<file path="config.mk">
export PLATFORM = sky130hd
export DESIGN_NAME = battery_level_trimmed_mean_hysteresis
export DESIGN_NICKNAME = d
export VERILOG_FILES = /design/src/rtl/btlvl_pkg.sv /design/src/rtl/btlvl_accum.sv /design/src/rtl/btlvl_ser_mul.sv /design/src/rtl/btlvl_ser_div.sv /design/src/rtl/battery_level_trimmed_mean_hysteresis.sv
export VERILOG_INCLUDE_DIRS = /design/src /design/src/rtl
export SDC_FILE = /design/constraint.sdc
export NUM_CORES = 1
export LEC_CHECK = 0
export ABC_CLOCK_PERIOD_IN_PS = 4000
export BUFFER_PORTS_ARGS = -buffer_cell sky130_fd_sc_hd__buf_2
export CORE_MARGIN = 3
export CORE_UTILIZATION = 51
export DETAILED_ROUTE_END_ITERATION = 12
export GPL_TIMING_DRIVEN = 0
export PLACE_DENSITY = 0.68
export SLEW_MARGIN = 20
export SYNTH_ARGS = -nofsm -noshare
export SYNTH_HDL_FRONTEND = slang
export SYNTH_HIERARCHICAL = 1
export SYNTH_SLANG_ARGS = --single-unit
</file>
<file path="constraint.sdc">
create_clock -name i_clk -period 4 [get_ports i_clk]
set_input_delay 0.6 -clock i_clk [delete_from_list [all_inputs] [get_ports i_clk]]
set_output_delay 0.6 -clock i_clk [all_outputs]
set_load 0.02 [all_outputs]
</file>
<file path="src/rtl/battery_level_trimmed_mean_hysteresis_macros.svh">
// assertion macros for the battery level detector rtl
// no dependencies; included inside module bodies
`ifndef BATTERY_LEVEL_TRIMMED_MEAN_HYSTERESIS_MACROS_SVH
`define BATTERY_LEVEL_TRIMMED_MEAN_HYSTERESIS_MACROS_SVH

// same-cycle implication, disabled while reset is low
`define BTLVL_ASSERT_NOW(label, clk, rst_n, ante, cons, msg) \
    label: assert property (@(posedge clk) disable iff (!(rst_n)) (ante) |-> (cons)) \
        else $error(msg);

// next-cycle implication, disabled while reset is low
`define BTLVL_ASSERT_NEXT(label, clk, rst_n, ante, cons, msg) \
    label: assert property (@(posedge clk) disable iff (!(rst_n)) (ante) |=> (cons)) \
        else $error(msg);

`endif

</file>
<file path="src/rtl/btlvl_pkg.sv">
// shared types, constants and level thresholds of the battery level detector
// no dependencies
`default_nettype none

package btlvl_pkg;

    // batch size and field widths
    localparam int SAMPLES   = 10;
    localparam int SAMPLE_W  = 10;
    localparam int SUM_W     = 14;
    localparam int CNT_W     = 4;
    localparam int FS_W      = 12;
    localparam int VOLT_W    = 12;
    localparam int LEVEL_W   = 2;

    localparam logic [SAMPLE_W-1:0] SAMPLE_MAX = '1;
    localparam logic [FS_W-1:0]     FS_RESET   = FS_W'(3600);
    localparam logic [CNT_W-1:0]    LAST_CNT   = CNT_W'(SAMPLES - 1);

    // converter full code
    localparam int FULL_CODE = 1024;

    // serial multiplier: one multiplier bit per cycle
    localparam int PROD_W    = FS_W + SUM_W;
    localparam int MUL_STEPS = SUM_W;
    localparam int MUL_CNT_W = $clog2(MUL_STEPS);

    // serial divider: one quotient bit per cycle, divisor folds both divisions
    localparam int DIVISOR   = (SAMPLES - 2) * FULL_CODE;
    localparam int REM_W     = $clog2(DIVISOR) + 1;
    localparam int DIV_STEPS = PROD_W;
    localparam int DIV_CNT_W = $clog2(DIV_STEPS);

    // plain thresholds for the first batch
    localparam logic [VOLT_W-1:0] TH_FIRST_3 = VOLT_W'(2900);
    localparam logic [VOLT_W-1:0] TH_FIRST_2 = VOLT_W'(2800);
    localparam logic [VOLT_W-1:0] TH_FIRST_1 = VOLT_W'(2700);

    // hysteresis bands for later batches
    localparam logic [VOLT_W-1:0] TH_UP_3   = VOLT_W'(2920);
    localparam logic [VOLT_W-1:0] TH_HI_2   = VOLT_W'(2880);
    localparam logic [VOLT_W-1:0] TH_LO_2   = VOLT_W'(2820);
    localparam logic [VOLT_W-1:0] TH_HI_1   = VOLT_W'(2780);
    localparam logic [VOLT_W-1:0] TH_LO_1   = VOLT_W'(2720);
    localparam logic [VOLT_W-1:0] TH_DOWN_0 = VOLT_W'(2680);

    typedef enum logic [LEVEL_W-1:0] {
        LVL_EMPTY = 2'd0,
        LVL_LOW   = 2'd1,
        LVL_MID   = 2'd2,
        LVL_FULL  = 2'd3
    } t_level;

    typedef enum logic [2:0] {
        S_COLLECT,
        S_LOAD,
        S_MUL,
        S_DIV,
        S_LEVEL
    } t_state;

    // status of a serial arithmetic unit
    typedef struct packed {
        logic busy;
        logic done;
    } t_unit_status;

endpackage

`default_nettype wire

</file>
<file path="src/rtl/btlvl_accum.sv">
// batch accumulator: running sum, smallest and largest sample, sample count
// depends on btlvl_pkg
`default_nettype none

module btlvl_accum (
    input  wire                              i_clk,
    input  wire                              i_rst_n,
    input  wire                              i_take,
    input  wire  [btlvl_pkg::SAMPLE_W-1:0]   i_sample,
    input  wire                              i_clear,
    output logic                             o_last,
    output logic [btlvl_pkg::SUM_W-1:0]      o_trimmed
);
    import btlvl_pkg::*;

    logic [SUM_W-1:0]    r_sum;
    logic [SAMPLE_W-1:0] r_min;
    logic [SAMPLE_W-1:0] r_max;
    logic [CNT_W-1:0]    r_cnt;

    // this word closes the batch
    assign o_last = (r_cnt == LAST_CNT);

    // extremes come back out once the batch is complete
    assign o_trimmed = r_sum - SUM_W'(r_min) - SUM_W'(r_max);

    // accumulate one word per cycle while i_take is high, back to empty after the batch is used
    always_ff @(posedge i_clk) begin
        if (!i_rst_n || i_clear) begin
            r_sum <= '0;
            r_min <= SAMPLE_MAX;
            r_max <= '0;
            r_cnt <= '0;
        end else if (i_take) begin
            r_sum <= r_sum + SUM_W'(i_sample);
            if (i_sample < r_min) begin
                r_min <= i_sample;
            end
            if (i_sample > r_max) begin
                r_max <= i_sample;
            end
            r_cnt <= r_cnt + CNT_W'(1);
        end
    end

endmodule

`default_nettype wire

</file>
<file path="src/rtl/btlvl_ser_mul.sv">
// bit-serial shift-add multiplier, one multiplier bit per cycle
// depends on btlvl_pkg
`default_nettype none

module btlvl_ser_mul (
    input  wire                              i_clk,
    input  wire                              i_rst_n,
    input  wire                              i_load,
    input  wire  [btlvl_pkg::FS_W-1:0]       i_multiplicand,
    input  wire  [btlvl_pkg::SUM_W-1:0]      i_multiplier,
    output btlvl_pkg::t_unit_status          o_status,
    output logic [btlvl_pkg::PROD_W-1:0]     o_product
);
    import btlvl_pkg::*;

    logic [FS_W-1:0]      r_mcand;
    logic [FS_W-1:0]      r_hi;
    logic [SUM_W-1:0]     r_lo;
    logic [MUL_CNT_W-1:0] r_cnt;
    logic                 r_busy;
    logic                 r_done;
    logic [FS_W:0]        partial;

    // add the multiplicand when the current multiplier bit is set
    assign partial = {1'b0, r_hi} + (r_lo[0] ? {1'b0, r_mcand} : '0);

    assign o_status.busy = r_busy;
    assign o_status.done = r_done;
    assign o_product     = {r_hi, r_lo};

    // control: step count and done pulse
    always_ff @(posedge i_clk) begin
        if (!i_rst_n) begin
            r_busy <= 1'b0;
            r_done <= 1'b0;
            r_cnt  <= '0;
        end else begin
            r_done <= 1'b0;
            if (i_load) begin
                r_busy <= 1'b1;
                r_cnt  <= '0;
            end else if (r_busy) begin
                r_cnt <= r_cnt + MUL_CNT_W'(1);
                if (r_cnt == MUL_CNT_W'(MUL_STEPS - 1)) begin
                    r_busy <= 1'b0;
                    r_done <= 1'b1;
                end
            end
        end
    end

    // product shift register, high half takes the sum
    always_ff @(posedge i_clk) begin
        if (i_load) begin
            r_mcand <= i_multiplicand;
            r_hi    <= '0;
            r_lo    <= i_multiplier;
        end else if (r_busy) begin
            r_hi <= partial[FS_W:1];
            r_lo <= {partial[0], r_lo[SUM_W-1:1]};
        end
    end

endmodule

`default_nettype wire

</file>
<file path="src/rtl/btlvl_ser_div.sv">
// bit-serial restoring divider by the fixed batch divisor, one quotient bit per cycle
// depends on btlvl_pkg
`default_nettype none

module btlvl_ser_div (
    input  wire                              i_clk,
    input  wire                              i_rst_n,
    input  wire                              i_load,
    input  wire  [btlvl_pkg::PROD_W-1:0]     i_dividend,
    output btlvl_pkg::t_unit_status          o_status,
    output logic [btlvl_pkg::VOLT_W-1:0]     o_quotient
);
    import btlvl_pkg::*;

    localparam logic [REM_W-1:0] DIV_VAL = REM_W'(DIVISOR);

    logic [PROD_W-1:0]    r_num;
    logic [REM_W-1:0]     r_rem;
    logic [VOLT_W-1:0]    r_quo;
    logic [DIV_CNT_W-1:0] r_cnt;
    logic                 r_busy;
    logic                 r_done;
    logic [REM_W-1:0]     trial;
    logic                 fits;

    // bring down the next dividend bit and test against the divisor
    assign trial = {r_rem[REM_W-2:0], r_num[PROD_W-1]};
    assign fits  = (trial >= DIV_VAL);

    assign o_status.busy = r_busy;
    assign o_status.done = r_done;
    assign o_quotient    = r_quo;

    // control: step count and done pulse
    always_ff @(posedge i_clk) begin
        if (!i_rst_n) begin
            r_busy <= 1'b0;
            r_done <= 1'b0;
            r_cnt  <= '0;
        end else begin
            r_done <= 1'b0;
            if (i_load) begin
                r_busy <= 1'b1;
                r_cnt  <= '0;
            end else if (r_busy) begin
                r_cnt <= r_cnt + DIV_CNT_W'(1);
                if (r_cnt == DIV_CNT_W'(DIV_STEPS - 1)) begin
                    r_busy <= 1'b0;
                    r_done <= 1'b1;
                end
            end
        end
    end

    // remainder and quotient shift registers; upper quotient bits fall off
    always_ff @(posedge i_clk) begin
        if (i_load) begin
            r_num <= i_dividend;
            r_rem <= '0;
            r_quo <= '0;
        end else if (r_busy) begin
            r_num <= {r_num[PROD_W-2:0], 1'b0};
            r_rem <= fits ? (trial - DIV_VAL) : trial;
            r_quo <= {r_quo[VOLT_W-2:0], fits};
        end
    end

endmodule

`default_nettype wire

</file>
<file path="src/rtl/battery_level_trimmed_mean_hysteresis.sv">
// battery level detector: trimmed batch mean scaled to millivolts, hysteresis level
// non-final words of a batch are taken one per cycle; after the final word busy is high
// through load, serial multiply, handoff, serial divide, handoff and classify
// the result strobe is high for one cycle right after busy falls; the receiver cannot stall
// synchronous active-low reset: empty batch, level 0, first-batch thresholds, scale 3600 mV
`default_nettype none

module battery_level_trimmed_mean_hysteresis (
    input  wire                               i_clk,
    input  wire                               i_rst_n,
    input  wire                               start,
    output logic                              busy,
    input  wire  [btlvl_pkg::SAMPLE_W-1:0]    i_sample,
    input  wire                               i_cfg_valid,
    output logic                              o_cfg_ready,
    input  wire  [btlvl_pkg::FS_W-1:0]        i_cfg_data,
    output logic                              o_strobe,
    output logic [btlvl_pkg::LEVEL_W-1:0]     o_battery_level,
    output logic [btlvl_pkg::VOLT_W-1:0]      o_voltage_mv,
    output logic                              o_level_changed
);
    import btlvl_pkg::*;

`include "battery_level_trimmed_mean_hysteresis_macros.svh"

    t_state             r_state;
    t_state             n_state;
    logic [FS_W-1:0]    r_full_scale;
    t_level             r_held_level;
    t_level             n_level;
    logic               n_changed;
    logic               r_first_done;
    logic               r_strobe;
    logic [VOLT_W-1:0]  r_volt;
    logic               r_changed;

    logic               accept;
    logic               acc_last;
    logic               acc_clear;
    logic [SUM_W-1:0]   trimmed;
    logic               mul_load;
    t_unit_status       mul_status;
    logic [PROD_W-1:0]  product;
    t_unit_status       div_status;
    logic [VOLT_W-1:0]  volt;

    assign busy        = (r_state != S_COLLECT);
    assign accept      = start && !busy;
    assign o_cfg_ready = !busy;

    // batch accumulation
    btlvl_accum u_accum (
        .i_clk     (i_clk),
        .i_rst_n   (i_rst_n),
        .i_take    (accept),
        .i_sample  (i_sample),
        .i_clear   (acc_clear),
        .o_last    (acc_last),
        .o_trimmed (trimmed)
    );

    // full_scale times trimmed sum
    btlvl_ser_mul u_mul (
        .i_clk          (i_clk),
        .i_rst_n        (i_rst_n),
        .i_load         (mul_load),
        .i_multiplicand (r_full_scale),
        .i_multiplier   (trimmed),
        .o_status       (mul_status),
        .o_product      (product)
    );

    // divide by trimmed count and full code in one pass
    btlvl_ser_div u_div (
        .i_clk      (i_clk),
        .i_rst_n    (i_rst_n),
        .i_load     (mul_status.done),
        .i_dividend (product),
        .o_status   (div_status),
        .o_quotient (volt)
    );

    // sequencer state register
    always_ff @(posedge i_clk) begin
        if (!i_rst_n) begin
            r_state <= S_COLLECT;
        end else begin
            r_state <= n_state;
        end
    end

    // sequencer next state and unit controls
    always_comb begin
        n_state   = r_state;
        mul_load  = 1'b0;
        acc_clear = 1'b0;
        unique case (r_state)
            S_COLLECT: begin
                if (accept && acc_last) begin
                    n_state = S_LOAD;
                end
            end
            S_LOAD: begin
                mul_load  = 1'b1;
                acc_clear = 1'b1;
                n_state   = S_MUL;
            end
            S_MUL: begin
                if (mul_status.done) begin
                    n_state = S_DIV;
                end
            end
            S_DIV: begin
                if (div_status.done) begin
                    n_state = S_LEVEL;
                end
            end
            S_LEVEL: begin
                n_state = S_COLLECT;
            end
            default: begin
                n_state = S_COLLECT;
            end
        endcase
    end

    // level decision: plain thresholds first, hysteresis bands after
    always_comb begin
        n_level   = r_held_level;
        n_changed = 1'b1;
        if (!r_first_done) begin
            priority if (volt >= TH_FIRST_3) begin
                n_level = LVL_FULL;
            end else if (volt >= TH_FIRST_2) begin
                n_level = LVL_MID;
            end else if (volt >= TH_FIRST_1) begin
                n_level = LVL_LOW;
            end else begin
                n_level = LVL_EMPTY;
            end
        end else begin
            priority if (volt > TH_UP_3) begin
                n_level = LVL_FULL;
            end else if (volt > TH_LO_2 && volt < TH_HI_2) begin
                n_level = LVL_MID;
            end else if (volt > TH_LO_1 && volt < TH_HI_1) begin
                n_level = LVL_LOW;
            end else if (volt < TH_DOWN_0) begin
                n_level = LVL_EMPTY;
            end else begin
                n_changed = 1'b0;
            end
        end
    end

    // scale register, level state and result strobe
    always_ff @(posedge i_clk) begin
        if (!i_rst_n) begin
            r_full_scale <= FS_RESET;
            r_held_level <= LVL_EMPTY;
            r_first_done <= 1'b0;
            r_strobe     <= 1'b0;
        end else begin
            if (i_cfg_valid && o_cfg_ready) begin
                r_full_scale <= i_cfg_data;
            end
            r_strobe <= (r_state == S_LEVEL);
            if (r_state == S_LEVEL) begin
                r_held_level <= n_level;
                r_first_done <= 1'b1;
            end
        end
    end

    // result payload
    always_ff @(posedge i_clk) begin
        if (r_state == S_LEVEL) begin
            r_volt    <= volt;
            r_changed <= n_changed;
        end
    end

    assign o_strobe        = r_strobe;
    assign o_battery_level = r_held_level;
    assign o_voltage_mv    = r_volt;
    assign o_level_changed = r_changed;

    // checks
    `BTLVL_ASSERT_NOW(a_strobe_when_idle, i_clk, i_rst_n, o_strobe, !busy, "strobe while busy")
    `BTLVL_ASSERT_NEXT(a_last_word_busy, i_clk, i_rst_n, accept && acc_last, busy, "no busy")
    `BTLVL_ASSERT_NEXT(a_level_strobes, i_clk, i_rst_n, r_state == S_LEVEL, o_strobe, "missing strobe")
    `BTLVL_ASSERT_NOW(a_units_exclusive, i_clk, i_rst_n, mul_status.busy, !div_status.busy, "units overlap")

endmodule

`default_nettype wire

</file>
# After elaboration in Yosys (flattened, before gate mapping)
# Index checks and enable logic that the tools add are counted.
[op_classes]
n_eq_ne = 11
n_mux = 28
shift = 0
add_sub_neg = 8
order_cmp = 12
n_mul = 0
reduce_logical = 21
div_mod_pow = 0
bitwise = 4
[op_table]
columns = ["cell", "n"]
rows = [
  ["26-bit two-way mux", 2],
  ["12-bit greater-or-equal comparator, second input constant", 3],
  ["12-bit > comparator, second input constant", 3],
  ["12-bit less-than comparator, second input constant", 3],
  ["14-bit two-way mux", 2],
  ["14-bit by 10-bit subtractor with 14-bit output", 2],
  ["14-bit by 10-bit adder with 14-bit output", 1],
  ["14-bit greater-or-equal comparator, second input constant", 1],
  ["2-bit two-way mux", 7],
  ["12-bit by 13-bit adder with 13-bit output", 1],
  ["13-bit two-way mux", 1],
  ["13-bit by 1-bit subtractor with 13-bit output, second input constant", 1],
  ["12-bit two-way mux", 1],
  ["3-bit one-hot mux with 4 select lines", 1],
  ["1-bit two-way mux", 11],
  ["10-bit > comparator", 1],
  ["10-bit less-than comparator", 1],
  ["3-bit two-way mux", 3],
  ["4-bit by 1-bit adder with 4-bit output, second input constant", 2],
  ["4-bit equality test, second input constant", 2],
  ["3-bit by 2-bit equality test with 1-bit output, second input constant", 2],
  ["2-bit AND reduction", 3],
  ["3-bit OR reduction", 2],
  ["5-bit by 1-bit adder with 5-bit output, second input constant", 1],
  ["16 further kinds", 27],
]
[totals]
ramBits = 0
out_inout_bits = 18
input_bits = 26
ff_bits = 172
word_cells = 107
rom_bits = 0
latchBits = 0
mem_count = 0

# Longest topological paths before layout
[logic_depth]
ltp_word = 6
mapped_depth = 11
mapped_depth_nobuf = 11

# Modules after synthesis
# Netlist, hierarchy kept.
[by_module_without_submodules]
columns = ["mod", "cells_per_inst", "n_inst", "area_each_um2", "seq_area_each_um2"]
rows = [
  ["btlvl_accum", 351, 1, 3075.4, 760.7],
  ["btlvl_ser_div", 171, 1, 2313.5, 1421.4],
  ["btlvl_ser_mul", 192, 1, 2184.6, 1141.1],
  ["battery_level_trimmed_mean_hysteresis", 138, 1, 1398.8, 770.7],
]

# Least setup slack after synthesis
# OpenSTA, ideal clock, no wires.
[synth_path]
path_type = "reg-to-reg"
from = "register r_state[0]"
to = "register u_mul.r_lo[10] (data pin)"
arrival_ns = 2.573
stages_incl_launch_ff = 5
required_time_ns = 3.740
setup_slack_ns = 1.167
path_cell_list = "dfxtp_1 > nor3b_1 > clkbuf_1 > buf_1 > mux2_2"
[synth_via]
elab_chain_cells = 3
[synth_rtl]
columns = ["item", "line", "rtl"]
rows = [
  ["start, declared", "battery_level_trimmed_mean_hysteresis.sv:26", "t_state r_state;"],
  ["start signal, assigned", "battery_level_trimmed_mean_hysteresis.sv:88", "r_state <= n_state;"],
  ["3-bit by 1-bit equality test with 1-bit output", "--", ""],
  ["1-bit two-way mux", "--", ""],
  ["named net acc_clear", "battery_level_trimmed_mean_hysteresis.sv:39", "logic acc_clear;"],
  ["14-bit two-way mux", "btlvl_ser_mul.sv:54", "if (i_load) begin"],
  ["end signal, assigned", "btlvl_ser_mul.sv:57", "r_lo <= i_multiplier;"],
  ["end signal, assigned", "btlvl_ser_mul.sv:60", "r_lo <= {partial[0], r_lo[SUM_W-1:1]};"],
  ["end, declared", "btlvl_ser_mul.sv:18", "logic [SUM_W-1:0] r_lo;"],
]
# The timed path passes the listed nets, and every way through them passes these cells.
# A chain may end at the register's enable or synchronous reset.

# Worst setup path after layout
[layout_path]
from = "register u_mul.r_lo[0]"
to = "register u_mul.r_hi[7]"
[layout_via]
elab_chain_cells = 2
[layout_rtl]
columns = ["item", "line", "rtl"]
rows = [
  ["12-bit two-way mux", "btlvl_ser_mul.sv:25", "assign partial = {1'b0, r_hi} + (r_lo[0] ? {1'b0, r_mcand} : '0);"],
  ["12-bit by 13-bit adder with 13-bit output", "btlvl_ser_mul.sv:25", ""],
  ["end signal, assigned", "btlvl_ser_mul.sv:59", "r_hi <= partial[FS_W:1];"],
  ["end, declared", "btlvl_ser_mul.sv:17", "logic [FS_W-1:0] r_hi;"],
]
# Every way passes these cells.

==> run_results.csv <==
group,metric,value,unit
worst_hold_path,hold_path.class,"input pin to flop",
worst_setup_path,crit_required,4300,ps
status,run_status,"complete, no violations",
timing,finalSetupTns,0,ps
worst_setup_path,startpoint_type,"flop",
finish,layout.cells.non_filler,1146,
die,num_io_pins,44,
detailed_routing,vias,6385,
clock_tree,hold_buffers,0,
finish,design_area,10000,um^2
timing,slew_headroom,0.551,
worst_setup_path,arrival,3210,ps
die,dieArea,19200,um^2
clock_tree,root_buffer,"clkbuf_16",
clock_tree,worstSkewPairLatency,430,ps
global_route,grt_util_all_layers,0.195,
clock_tree,h-tree-depth,4,
placement,placedCellCount,1114,
finish,fillers,1410,
timing,hold_viol_final,0,
timing,rsz0062_at_grt,"no",
placement,hpwl,13300,um
detailed_routing,routed_wl,18300,um
power,peakVddDrop,0.000328,V
worst_setup_path,worstPathMaxFanout,10,
global_route,antenna_found_initial,0,
worst_setup_path,crit_chain,"clkbuf_1 -> and2_1 -> ha_1 -> fa_1 -> a21o_1 -> a221oi_1 -> o21ai_0 -> xor2_1 -> mux2i_1 -> nor2_1",
die,die_x,139,um
timing,final_max_slew_viol_count,0,
global_route,grt_max_degree,27,
finish,antennaDiodeCount,0,
logic_synthesis,synthCells,850,
worst_setup_path,crit_buf_inv,1,
clock_tree,cts_resized,0,
run,drv_cap,0,
detailed_routing,drt_iter0_drc,362,
clock_tree,cts_buffers,17,
finish,final_nets,1011,
power,p_leak,4.07,nW
finish,final_common_cell,"dfxtp_1",
timing,tightest_slew,673,ps
worst_setup_path,path_delay_family,"compound AO/OA/AOI/OAI gates",
global_route,grt_pass1_vias,6061,
logic_synthesis,synth_area,8960,um^2
logic_synthesis,yosysWarnings,6,
die,floorplan.initialDensity,0.531,
global_route,grt_pass1_wl,30800,um
detailed_routing,drt_pass1_iterations,5,
timing,setup_violations,0,
worst_setup_path,max_stage_delay,500,ps
global_route,gr-total-overflow,0,
timing,layout_min_cycle_time,2910,ps
clock_tree,cts_setup_buffers,0,
clock_tree,cts_tree,"done",
logic_synthesis,synth.net_count,948,
detailed_routing,drc,0,
detailed_routing,drt.antenna.violating_nets,0,
timing,skew,15.5,ps
timing,period_share,0.728,
placement,gp_congestion,0.873,
worst_setup_path,slowest_stage,"a221oi_1",
finish,final_cell_mix,"dfxtp_1 (107), nor2_1 (82), edfxtp_1 (65)",
die,core-area,16900,um^2
clock_tree,clock_tree.buffer_depth,2,
clock_tree,clock-sinks,172,
timing,fmax,0.344,GHz
placement,io_buffers,43,
worst_setup_path,criticalPathCategory,"flop to flop",
clock_tree,clk_pin_slew,70,ps
finish,drive_above_1_share,0.163,
detailed_routing,vias_per_cell,5.57,
placement,placed_cell_area,9460,um^2
detailed_routing,wl_per_cell,16.0,um
die,rows,47,
worst_setup_path,endpoint_kind,"flop",
finish,areaGrowthSynthToFinish,11.7,%
logic_synthesis,synth.avg_cell_area,10.5,um^2
die,die_y,139,um
power,powerDensity,429,nW/um^2
[where the power goes]
| part | leakage, nW | total, mW | switching, mW | internal (mW) |
|---|---|---|---|---|
| sequential | 1.45 | 1.92 | 0.0509 | 1.87 |
| clock | 0.273 | 1.55 | 0.739 | 0.815 |
| combinational | 2.35 | 0.818 | 0.459 | 0.359 |
| total | 4.07 | 4.29 | 1.25 | 3.04 |
[flip-flops by register name, indices dropped and copies added (netlist names), 5 cells and up]
register	cells
u_accum/r_max	10
u_div/r_cnt	5
u_div/o_quotient	12
r_full_scale	12
u_mul/r_mcand	12
u_accum/r_min	10
u_div/r_rem	13
u_mul/r_lo	14
o_voltage_mv	12
u_accum/r_sum	14
u_mul/r_hi	12
u_div/r_num	26
[layer usage]
metal / vias to the layer above / track usage / wire length, um
li1: 3194 / - / -
met2: 112 / 0.296 / 8310
met4: 0 / 0.0530 / 238
met1: 3058 / 0.282 / 8960
met5: - / 0 / 0
met3: 21 / 0.0452 / 769
[per-stage QoR]
step	worst slack [ps]	util	total power [mW]	hold slack (ps)
2_1_floorplan	1170	-	2.57	408
3_3_place_gp	304	0.560	2.75	412
3_5_place_dp	1120	0.561	2.76	416
4_1_cts	1010	0.593	4.31	373
5_1_grt	901	0.593	4.51	394
6_report	1090	0.593	4.29	388
[final timing paths]
check	start	end	slack [ps]	depth (start not counted)
max	u_mul/r_lo[0]$_DFFE_PP_	u_mul/r_hi[7]$_SDFFE_PP0P_	1090	10
min reg2reg	r_full_scale[11]$_SDFFE_PN1P_	u_mul/r_mcand[11]$_DFFE_PP_	430	0
min	i_cfg_data[9]	r_full_scale[9]$_SDFFE_PN1P_	390	3
max reg2reg	u_mul/r_lo[0]$_DFFE_PP_	u_mul/r_hi[7]$_SDFFE_PP0P_	1090	10
[cell type report]
class	count	area (um^2)	area share
Multi-Input combinational cell	599	4520	0.451
Inverter	39	146	0.0146
Timing Repair Buffer	44	223	0.0223
Clock buffer	17	425	0.0425
Buffer	40	204	0.0204
Tap cell	220	275	0.0275
Clock inverter	15	121	0.0121
Sequential cell	172	4090	0.409
[worst min-delay path, delay by kind of cell]
kind / cells / cell delay (ps)
buffers and inverters: 1 / 80
and+or+nand+nor: 2 / 100
Note: power is estimated with default switching activity, not from simulation.
